### src/design/hiorf_pkg.sv
package hiorf_pkg;

  localparam logic CMD_READ  = 1'b0;
  localparam logic CMD_WRITE = 1'b1;

  localparam logic [1:0] PWR_NONE = 2'd0;
  localparam logic [1:0] PWR_HALT = 2'd1;
  localparam logic [1:0] PWR_STOP = 2'd2;

  localparam logic [11:0] DMA_BASE = 12'h0B0;
  localparam logic [11:0] DMA_LAST = 12'h0DF;

  typedef struct packed {
    logic        cmd;
    logic [11:0] addr_offset;
    logic [7:0]  wdata;
    logic [9:0]  keys_pressed;
    logic [15:0] timer_count;
    logic [15:0] irq_raise;
  } in_item_t;

  typedef struct packed {
    logic [7:0] rdata;
    logic [3:0] dma_start;
    logic [3:0] timer_start;
    logic [1:0] power_request;
  } out_item_t;

  // Keypad low byte: cancel opposing directions, then invert.
  function automatic logic [7:0] keypad_low(input logic [9:0] keys);
    logic [7:0] r;
    r = keys[7:0];
    if (r[7:6] == 2'b11) r[7:6] = 2'b00;
    if (r[5:4] == 2'b11) r[5:4] = 2'b00;
    return ~r;
  endfunction

endpackage

### src/design/handheld_io_register_file.sv
// Byte-wide I/O register bank. One bus access is taken in every cycle (busy
// stays low); its result is strobed on out_valid once it has passed the input
// register and the result register, which sit around a single decode stage.
// The receiver cannot stall, so every result must be taken as it appears.
module handheld_io_register_file #(
  parameter int DMA_CHANNELS = 4,
  parameter int TIMER_COUNT  = 4
) (
  input  logic                 clk,
  input  logic                 rst_n,
  input  logic                 start,
  output logic                 busy,
  input  hiorf_pkg::in_item_t  in_item,
  output logic                 out_valid,
  output hiorf_pkg::out_item_t out_item
);
  import hiorf_pkg::*;

  localparam int CW = $clog2(DMA_CHANNELS);
  localparam int TW = $clog2(TIMER_COUNT);

  logic [31:0] dma_source_r [DMA_CHANNELS];
  logic [31:0] dma_target_r [DMA_CHANNELS];
  logic [15:0] dma_length_r [DMA_CHANNELS];
  logic [11:0] dma_control_r [DMA_CHANNELS];
  logic [DMA_CHANNELS-1:0] dma_pending_r;
  logic [31:0] dma_run_source_r [DMA_CHANNELS];
  logic [31:0] dma_run_target_r [DMA_CHANNELS];
  logic [15:0] dma_run_length_r [DMA_CHANNELS];
  logic [15:0] timer_reload_r [TIMER_COUNT];
  logic [4:0]  timer_control_r [TIMER_COUNT];
  logic [TIMER_COUNT-1:0] timer_pending_r;
  logic [15:0] serial_words_r [4];
  logic [6:0]  serial_control_r;
  logic [7:0]  serial_byte_r;
  logic [11:0] keypad_control_r;
  logic [10:0] link_settings_r;
  logic [3:0]  link_control_r;
  logic [31:0] link_receive_r, link_transmit_r;
  logic [3:0]  link_status_r;
  logic [15:0] irq_enable_r, irq_flag_r;
  logic        irq_master_r, boot_done_r;
  logic [14:0] wait_control_r;
  logic [12:0] memory_control_r;

  in_item_t  in_r;
  logic      in_valid_r;
  out_item_t res_r;
  logic      res_valid_r;

  logic       dma_hit;
  logic [1:0] dma_ch2;
  logic [3:0] dma_sub;
  logic [CW-1:0] ch;
  logic [TW-1:0] tm;
  logic [11:0] off;
  logic [7:0]  d, dm;
  logic        wr;

  assign busy      = 1'b0;
  assign out_valid = res_valid_r;
  assign out_item  = res_r;

  hiorf_decode u_dec (
    .addr_offset(in_r.addr_offset), .dma_hit(dma_hit), .dma_ch(dma_ch2), .dma_sub(dma_sub)
  );

  assign off = in_r.addr_offset;
  assign d   = in_r.wdata;
  assign wr  = in_valid_r && (in_r.cmd == CMD_WRITE);
  assign ch  = CW'(dma_ch2);
  assign tm  = TW'(off[3:2]);
  // Gamepad request survives only on the last channel.
  assign dm  = (32'(ch) == DMA_CHANNELS - 1) ? d : (d & 8'hF7);

  logic tim_hit, ser_hit, lrx_hit, ltx_hit;
  assign tim_hit = off >= 12'h100 && off <= 12'h10F;
  assign ser_hit = off >= 12'h120 && off <= 12'h127;
  assign lrx_hit = off >= 12'h150 && off <= 12'h153;
  assign ltx_hit = off >= 12'h154 && off <= 12'h157;

  out_item_t res_nxt;
  logic [31:0] w32;
  logic [15:0] w16;
  logic [4:0]  tc;

  always_comb begin
    res_nxt = '0;
    w32 = 32'h0; w16 = 16'h0; tc = timer_control_r[tm];
    if (in_r.cmd == CMD_READ) begin
      if (dma_hit) begin
        if (dma_sub == 4'd10) res_nxt.rdata = {dma_control_r[ch][3:1], 1'b0, 4'h0} >> 0;
        else if (dma_sub == 4'd11) res_nxt.rdata = dma_control_r[ch][11:4];
        if (dma_sub == 4'd10) res_nxt.rdata = {dma_control_r[ch][3:1], 5'h0};
      end else if (tim_hit) begin
        case (off[1:0])
          2'd0: res_nxt.rdata = in_r.timer_count[7:0];
          2'd1: res_nxt.rdata = in_r.timer_count[15:8];
          2'd2: res_nxt.rdata = {tc[4:3], 3'b000, tc[2:0]};
          default: res_nxt.rdata = 8'h00;
        endcase
      end else if (ser_hit) begin
        w16 = serial_words_r[off[2:1]];
        res_nxt.rdata = off[0] ? w16[15:8] : w16[7:0];
      end else if (lrx_hit || ltx_hit) begin
        w32 = lrx_hit ? link_receive_r : link_transmit_r;
        res_nxt.rdata = 8'(w32 >> {off[1:0], 3'b000});
      end else begin
        case (off)
          12'h128: res_nxt.rdata = {serial_control_r[4], 3'b000, serial_control_r[3:0]};
          12'h129: res_nxt.rdata = {1'b0, serial_control_r[6], 1'b0, serial_control_r[5], 4'h0};
          12'h12A: res_nxt.rdata = serial_byte_r;
          12'h130: res_nxt.rdata = keypad_low(in_r.keys_pressed);
          12'h131: res_nxt.rdata = {6'h0, ~in_r.keys_pressed[9:8]};
          12'h132: res_nxt.rdata = keypad_control_r[7:0];
          12'h133: res_nxt.rdata = {keypad_control_r[11:10], 4'h0, keypad_control_r[9:8]};
          12'h134: res_nxt.rdata = link_settings_r[7:0];
          12'h135: res_nxt.rdata = {link_settings_r[10:9], 5'h0, link_settings_r[8]};
          12'h140: res_nxt.rdata = {1'b0, link_control_r[3], 3'b000, link_control_r[2:0]};
          12'h158: res_nxt.rdata = {2'b00, link_status_r[3:2], link_status_r[1], 1'b0,
                                    link_status_r[0], 1'b0};
          12'h200: res_nxt.rdata = irq_enable_r[7:0];
          12'h201: res_nxt.rdata = irq_enable_r[15:8];
          12'h202: res_nxt.rdata = irq_flag_r[7:0];
          12'h203: res_nxt.rdata = irq_flag_r[15:8];
          12'h204: res_nxt.rdata = wait_control_r[7:0];
          12'h205: res_nxt.rdata = {wait_control_r[14:13], 2'b00, wait_control_r[11:8]};
          12'h208: res_nxt.rdata = {7'h0, irq_master_r};
          12'h300: res_nxt.rdata = {7'h0, boot_done_r};
          12'h800: res_nxt.rdata = {2'b00, memory_control_r[4], 1'b0, memory_control_r[3:0]};
          12'h803: res_nxt.rdata = memory_control_r[12:5];
          default: res_nxt.rdata = 8'h00;
        endcase
      end
    end else begin
      if (dma_hit && dma_sub == 4'd11 && !dma_control_r[ch][11] && d[7])
        res_nxt.dma_start = 4'(1 << ch);
      if (tim_hit && off[1:0] == 2'd2 && !tc[4] && d[7])
        res_nxt.timer_start = 4'(1 << tm);
      if (off == 12'h301) res_nxt.power_request = d[7] ? PWR_STOP : PWR_HALT;
    end
  end

  always_ff @(posedge clk) begin
    if (!rst_n) begin
      in_valid_r  <= 1'b0;
      res_valid_r <= 1'b0;
      for (int i = 0; i < DMA_CHANNELS; i++) begin
        dma_source_r[i] <= '0; dma_target_r[i] <= '0; dma_length_r[i] <= '0;
        dma_control_r[i] <= '0; dma_run_source_r[i] <= '0;
        dma_run_target_r[i] <= '0; dma_run_length_r[i] <= '0;
      end
      for (int i = 0; i < TIMER_COUNT; i++) begin
        timer_reload_r[i] <= '0; timer_control_r[i] <= '0;
      end
      for (int i = 0; i < 4; i++) serial_words_r[i] <= '0;
      dma_pending_r <= '0; timer_pending_r <= '0;
      serial_control_r <= '0; serial_byte_r <= '0; keypad_control_r <= '0;
      link_settings_r <= '0; link_control_r <= '0; link_receive_r <= '0;
      link_transmit_r <= '0; link_status_r <= '0; irq_enable_r <= '0;
      irq_flag_r <= '0; irq_master_r <= 1'b0; wait_control_r <= '0;
      boot_done_r <= 1'b0; memory_control_r <= '0;
    end else begin
      in_valid_r  <= start;
      res_valid_r <= in_valid_r;
      if (wr) begin
        if (dma_hit) begin
          case (dma_sub)
            4'd0, 4'd1, 4'd2, 4'd3:
              dma_source_r[ch][dma_sub[1:0]*8 +: 8] <= d;
            4'd4, 4'd5, 4'd6, 4'd7:
              dma_target_r[ch][dma_sub[1:0]*8 +: 8] <= d;
            4'd8: dma_length_r[ch][7:0] <= d;
            4'd9: dma_length_r[ch][15:8] <= d;
            4'd10: dma_control_r[ch][3:0] <= {d[7:5], 1'b0};
            4'd11: begin
              dma_control_r[ch][11:4] <= dm;
              if (!dma_control_r[ch][11] && d[7]) begin
                if (d[5:4] == 2'b00) dma_pending_r[ch] <= 1'b1;
                dma_run_source_r[ch] <= dma_source_r[ch];
                dma_run_target_r[ch] <= dma_target_r[ch];
                dma_run_length_r[ch] <= dma_length_r[ch];
              end else if (!d[7]) dma_pending_r[ch] <= 1'b0;
            end
            default: ;
          endcase
        end else if (tim_hit) begin
          case (off[1:0])
            2'd0: timer_reload_r[tm][7:0] <= d;
            2'd1: timer_reload_r[tm][15:8] <= d;
            2'd2: begin
              timer_control_r[tm] <= {d[7:6], d[2:0]};
              if (!timer_control_r[tm][4] && d[7]) timer_pending_r[tm] <= 1'b1;
            end
            default: ;
          endcase
        end else if (ser_hit) begin
          if (off[0]) serial_words_r[off[2:1]][15:8] <= d;
          else serial_words_r[off[2:1]][7:0] <= d;
        end else if (lrx_hit) begin
          link_receive_r[off[1:0]*8 +: 8] <= d;
        end else if (ltx_hit) begin
          link_transmit_r[off[1:0]*8 +: 8] <= d;
        end else begin
          case (off)
            12'h128: serial_control_r[4:0] <= {d[7], d[3:0]};
            12'h129: serial_control_r[6:5] <= {d[6], d[4]};
            12'h12A: serial_byte_r <= d;
            12'h132: keypad_control_r[7:0] <= d;
            12'h133: keypad_control_r[11:8] <= {d[7:6], d[1:0]};
            12'h134: link_settings_r[7:0] <= d;
            12'h135: link_settings_r[10:8] <= {d[7:6], d[0]};
            12'h140: link_control_r <= {d[6], d[2:0]};
            12'h158: link_status_r <= {d[5:4], d[3], d[1]};
            12'h200: irq_enable_r[7:0] <= d;
            12'h201: irq_enable_r[15:8] <= d;
            12'h204: wait_control_r[7:0] <= d;
            12'h205: wait_control_r[14:8] <= {d[7:6], 1'b0, d[3:0]};
            12'h208: irq_master_r <= d[0];
            12'h300: if (d[0]) boot_done_r <= 1'b1;
            12'h800: memory_control_r[4:0] <= {d[5], d[3:0]};
            12'h803: memory_control_r[12:5] <= d;
            default: ;
          endcase
        end
      end
      // Clear by writing ones first, then raise.
      if (in_valid_r) begin
        if (wr && off == 12'h202)
          irq_flag_r <= (irq_flag_r & ~{8'h00, d}) | in_r.irq_raise;
        else if (wr && off == 12'h203)
          irq_flag_r <= (irq_flag_r & ~{d, 8'h00}) | in_r.irq_raise;
        else
          irq_flag_r <= irq_flag_r | in_r.irq_raise;
      end
    end
  end

  always_ff @(posedge clk) begin
    if (start) in_r <= in_item;
    res_r <= res_nxt;
  end
endmodule

### src/design/hiorf_decode.sv
module hiorf_decode (
  input  logic [11:0] addr_offset,
  output logic        dma_hit,
  output logic [1:0]  dma_ch,
  output logic [3:0]  dma_sub
);
  import hiorf_pkg::*;

  logic [5:0] rel;

  // Split the DMA window into 12-byte channel blocks.
  always_comb begin
    rel     = 6'(addr_offset - DMA_BASE);
    dma_hit = (addr_offset >= DMA_BASE) && (addr_offset <= DMA_LAST);
    if (rel >= 6'd36) begin
      dma_ch = 2'd3; dma_sub = 4'(rel - 6'd36);
    end else if (rel >= 6'd24) begin
      dma_ch = 2'd2; dma_sub = 4'(rel - 6'd24);
    end else if (rel >= 6'd12) begin
      dma_ch = 2'd1; dma_sub = 4'(rel - 6'd12);
    end else begin
      dma_ch = 2'd0; dma_sub = rel[3:0];
    end
  end
endmodule

### config.mk
export PLATFORM = sky130hd
export DESIGN_NAME = handheld_io_register_file
export DESIGN_NICKNAME = d
export VERILOG_FILES = /design/src/design/hiorf_pkg.sv /design/src/design/handheld_io_register_file.sv /design/src/design/hiorf_decode.sv
export SDC_FILE = /design/constraint.sdc
export NUM_CORES = 1
export LEC_CHECK = 0
export CAP_MARGIN = 20
export CORE_UTILIZATION = 40
export DETAILED_ROUTE_END_ITERATION = 16
export DONT_BUFFER_PORTS = 1
export SLEW_MARGIN = 15
export SYNTH_ARGS = -nofsm -noshare
export SYNTH_HDL_FRONTEND = slang
export SYNTH_SLANG_ARGS = --single-unit
### constraint.sdc
create_clock -name clk -period 3.7 [get_ports clk]
set_input_delay 0.185 -clock clk [delete_from_list [all_inputs] [get_ports clk]]
set_output_delay 0.185 -clock clk [all_outputs]
set_load 0.02 [all_outputs]
==> summary.md <==
| Metric | Value |
|---|---|
| Commonest non-fill, non-tap cells in the layout | nand2_1, dfxtp_1, edfxtp_1 |
| Post-Synthesis Cells | 1612 |
| Fill count | 3829 |
| First-pass GRT wire length | 77700 um |
| Static Leakage | 6.78 nW |
| Via count | 13300 |
| Slew @ Worst Pin | 1.05 ns |
| Post-Syn Area | 17000 um^2 |
| WS Path Type | reg -> reg |
| GRT Total Usage | 23.3% |
| Non-Filler Instances | 2253 |
| Synthesized area per cell | 10.5 um^2 |
| Asr flop ratio synth | 0% |
| Iteration-0 DRC Markers | 1625 |
| Status | finished, final reports clean |
| Grt ovf | 0 |
| Post-synthesis compound-gate area fraction | 13.0% |
| Max-cap violations | 0 |
| Core box area | 41900 um^2 |
| Max Clock Skew | 0.00961 ns |
| Fin. Hold Viols | 0 |
| Cell breakdown of the critical path | buf_4 -> ha_1 -> buf_4 -> nand2_1 -> nor3_2 -> buf_4 -> a22o_1 -> a2111oi_2 -> nand4_1 -> a21o_1 -> a211oi_1 -> o22ai_1 |
| Post-Synth Adder-Cell Area | 1.10% |
| Buf/Inv on CP | 3 |
| Starting density of the core | 40.5% |
| # rows | 75 |
| Initial antenna violation count | 3 |
| H-Tree Depth | 2 |
| Clock Path Buffers | 3 |
| Die Span Y | 208 um |
| Multi-input gate area | 6790 um^2 |
| Max Transition Viols Final | 0 |
| Final setup viols | 0 |
| CTS Sinks | 385 |
| Number of flops mapped to enable cells by yosys | 191 |
| Max Freq | 288 MHz |
| Clock-pin slew on the worst setup and hold paths | 0.06 ns |
| Synth cell types | 80 |
| R2R setup slack | 0.23 ns |
| Pre-Repair DR Iteration Count | 8 |
| Worst EP required | 4.08 ns |
| Post-route ant nets | 0 |
| Number of remaining DRC errors | 0 |
| Final WL | 50600 um |
| CP most frequent cell | buf_4 |
| TritonCTS Buffers | 41 |
| Clk root buf | clkbuf_16 |
| DR WL/cell | 22.5 um |
| Worst vdd ir | 0.396 mV |
| CP max stage delay | 0.40 ns |
| Synth top area cells | edfxtp_1, dfxtp_1, nand2_1 |
| Placed insts | 2113 |
| Vias in the first global route | 12900 |
| Top FF cell, synth | dfxtp_1 |
| Crit path capture type | flip-flop |
| Final period utilization | 93.9% |
| Largest net degree at the start of global routing | 98 |
| Multiplexer share of the synthesized area | 6.97% |
| Critical path's top delay family | compound AO/OA/AOI/OAI gates |
| Synth top area share | 33.8% |
| CP startpoint kind | flip-flop |
| Die area | 43300 um^2 |
| Relative slew slack | 30.1% |
| Worst-Skew Late Latency | 0.56 ns |
| Avg Vias per Cell | 5.92 |
| Post-route cell area | 19700 um^2 |
| Crit path max fanout | 22 |
| YS warnings | 0 |
| Ant diodes | 0 |
| Commonest non-fill, non-tap cell in the layout | nand2_1 |
| Xor/xnor share of the synthesized area | 0% |
| Synth Area in Simple Gates | 18.6% |
| Minimum clock period | 3.47 ns |
| Cell area after placement | 17800 um^2 |
| Die width | 208 um |
| Sum Neg Setup Slack | 0 ns |
| Num ports | 86 |
| Nets | 1763 |
| Power density of the placed cells | 471 nW/um^2 |
| Post-synthesis sequential area ratio | 56.6% |
| Worst EP arrival | 3.85 ns |
| CTS tree | yes |
| Storage cell area | 9620 um^2 |
| Share of cells above drive strength 1 | 12.8% |
| Placer Congestion | 0.938 |
| Fin Hold WS | 0.0188 ns |
| Port Buffer Count | 0 |
| Main combinational cell family by area after synthesis | simple AND/OR/NAND/NOR gates |
| Total Power | 9.29 mW |
| Slowest cell on crit path | edfxtp_1 |
| Yosys reg bits | 385 |
| Synthesis-to-finish area growth | 16.0% |
| Worst hold path type | in -> reg |
| Yosys top cell by area | edfxtp_1 |
| Final HPWL DP | 34800 um |
| Setup bufs post-CTS | 0 |
| RSZ-0062 raised after global routing | false |
[state kept, by name, summed over array words and instances, names as in the netlist, 13 cells and up, named ones only]
signal            count
out_item             18
link_transmit_r      32
irq_enable_r         16
timer_control_r      20
dma_control_r        44
in_r                 43
memory_control_r     13
irq_flag_r           16
wait_control_r       14
link_receive_r       32
serial_words_r       64
[cells in the mapped netlist (5+ instances only)]
cell,instances
nand2b_1,6
mux4_2,33
a21oi_1,128
nor2_1,164
nor3_1,19
buf_2,25
buf_4,5
inv_1,27
nand3_1,107
nand4_1,34
nand2_1,210
and2_1,39
a22o_1,7
a222oi_1,16
a31oi_1,11
buf_1,11
a221oi_1,8
o221ai_1,9
and3_1,15
dfxtp_1,194
nor4_1,8
clkbuf_1,79
o22ai_1,16
a22oi_1,45
o31ai_1,6
mux2i_1,44
nor3_2,6
a211oi_1,9
edfxtp_1,191
ha_1,15
a21o_1,5
o21ai_0,28
[per-stage QoR]
step / setup slack, ns / utilization [%]
floorplan: 0.121 / -
global placement: 0.103 / 42.5
detailed placement: 0.130 / 42.5
CTS: 0.100 / 46.9
global route: 0.0603 / 47.0
finish: 0.227 / 47.0
[where the power goes]
group	total [mW]	switching, mW	leakage [nW]	internal, mW
Clock	3.79	1.68	0.584	2.11
Combinational	0.798	0.526	2.71	0.272
Sequential	4.70	0.101	3.49	4.60
Total	9.29	2.31	6.78	6.98
[worst paths after layout]
path,startpoint,cells past startpoint,end
max reg2reg,off[0],12,out_item[17]
max,off[0],12,out_item[17]
min,start,1,in_r[37]
min reg2reg,link_transmit_r[12],2,link_transmit_r[12]
[metal layers]
layer	wire [um]	up-vias	track usage, %
li1	-	6077	-
met1	21000	6564	31.1
met2	24100	595	37.8
met3	4060	100	4.51
met4	1410	4	8.45
met5	29	-	0
[what timing repair did]
action / in CTS / in global routing
endpoints found under the setup margin: 0 / 3
hold buffers: 65 / 0
gates resized for setup: 0 / 7
hold endpoints to repair: 179 / 0
[final cells by class]
class                      count  area share, %
timing repair buffer         146           6.66
inverter                      31          0.603
tap                          539           3.42
multi-input combinational   1077           34.4
sequential                   385           48.8
clock buffer                  61           5.69
clock inverter                14          0.400
[cells by family (layout without fill, tap and decap cells)]
family / count (synthesis) / after routing
flops: 385 / 385
mux: 77 / 77
compound gates: 332 / 332
buf+inv: 153 / 252
fa+ha+maj: 15 / 15
other cells: 1 / 4
simple gates: 649 / 649
Power figures use the tool's default switching activity.
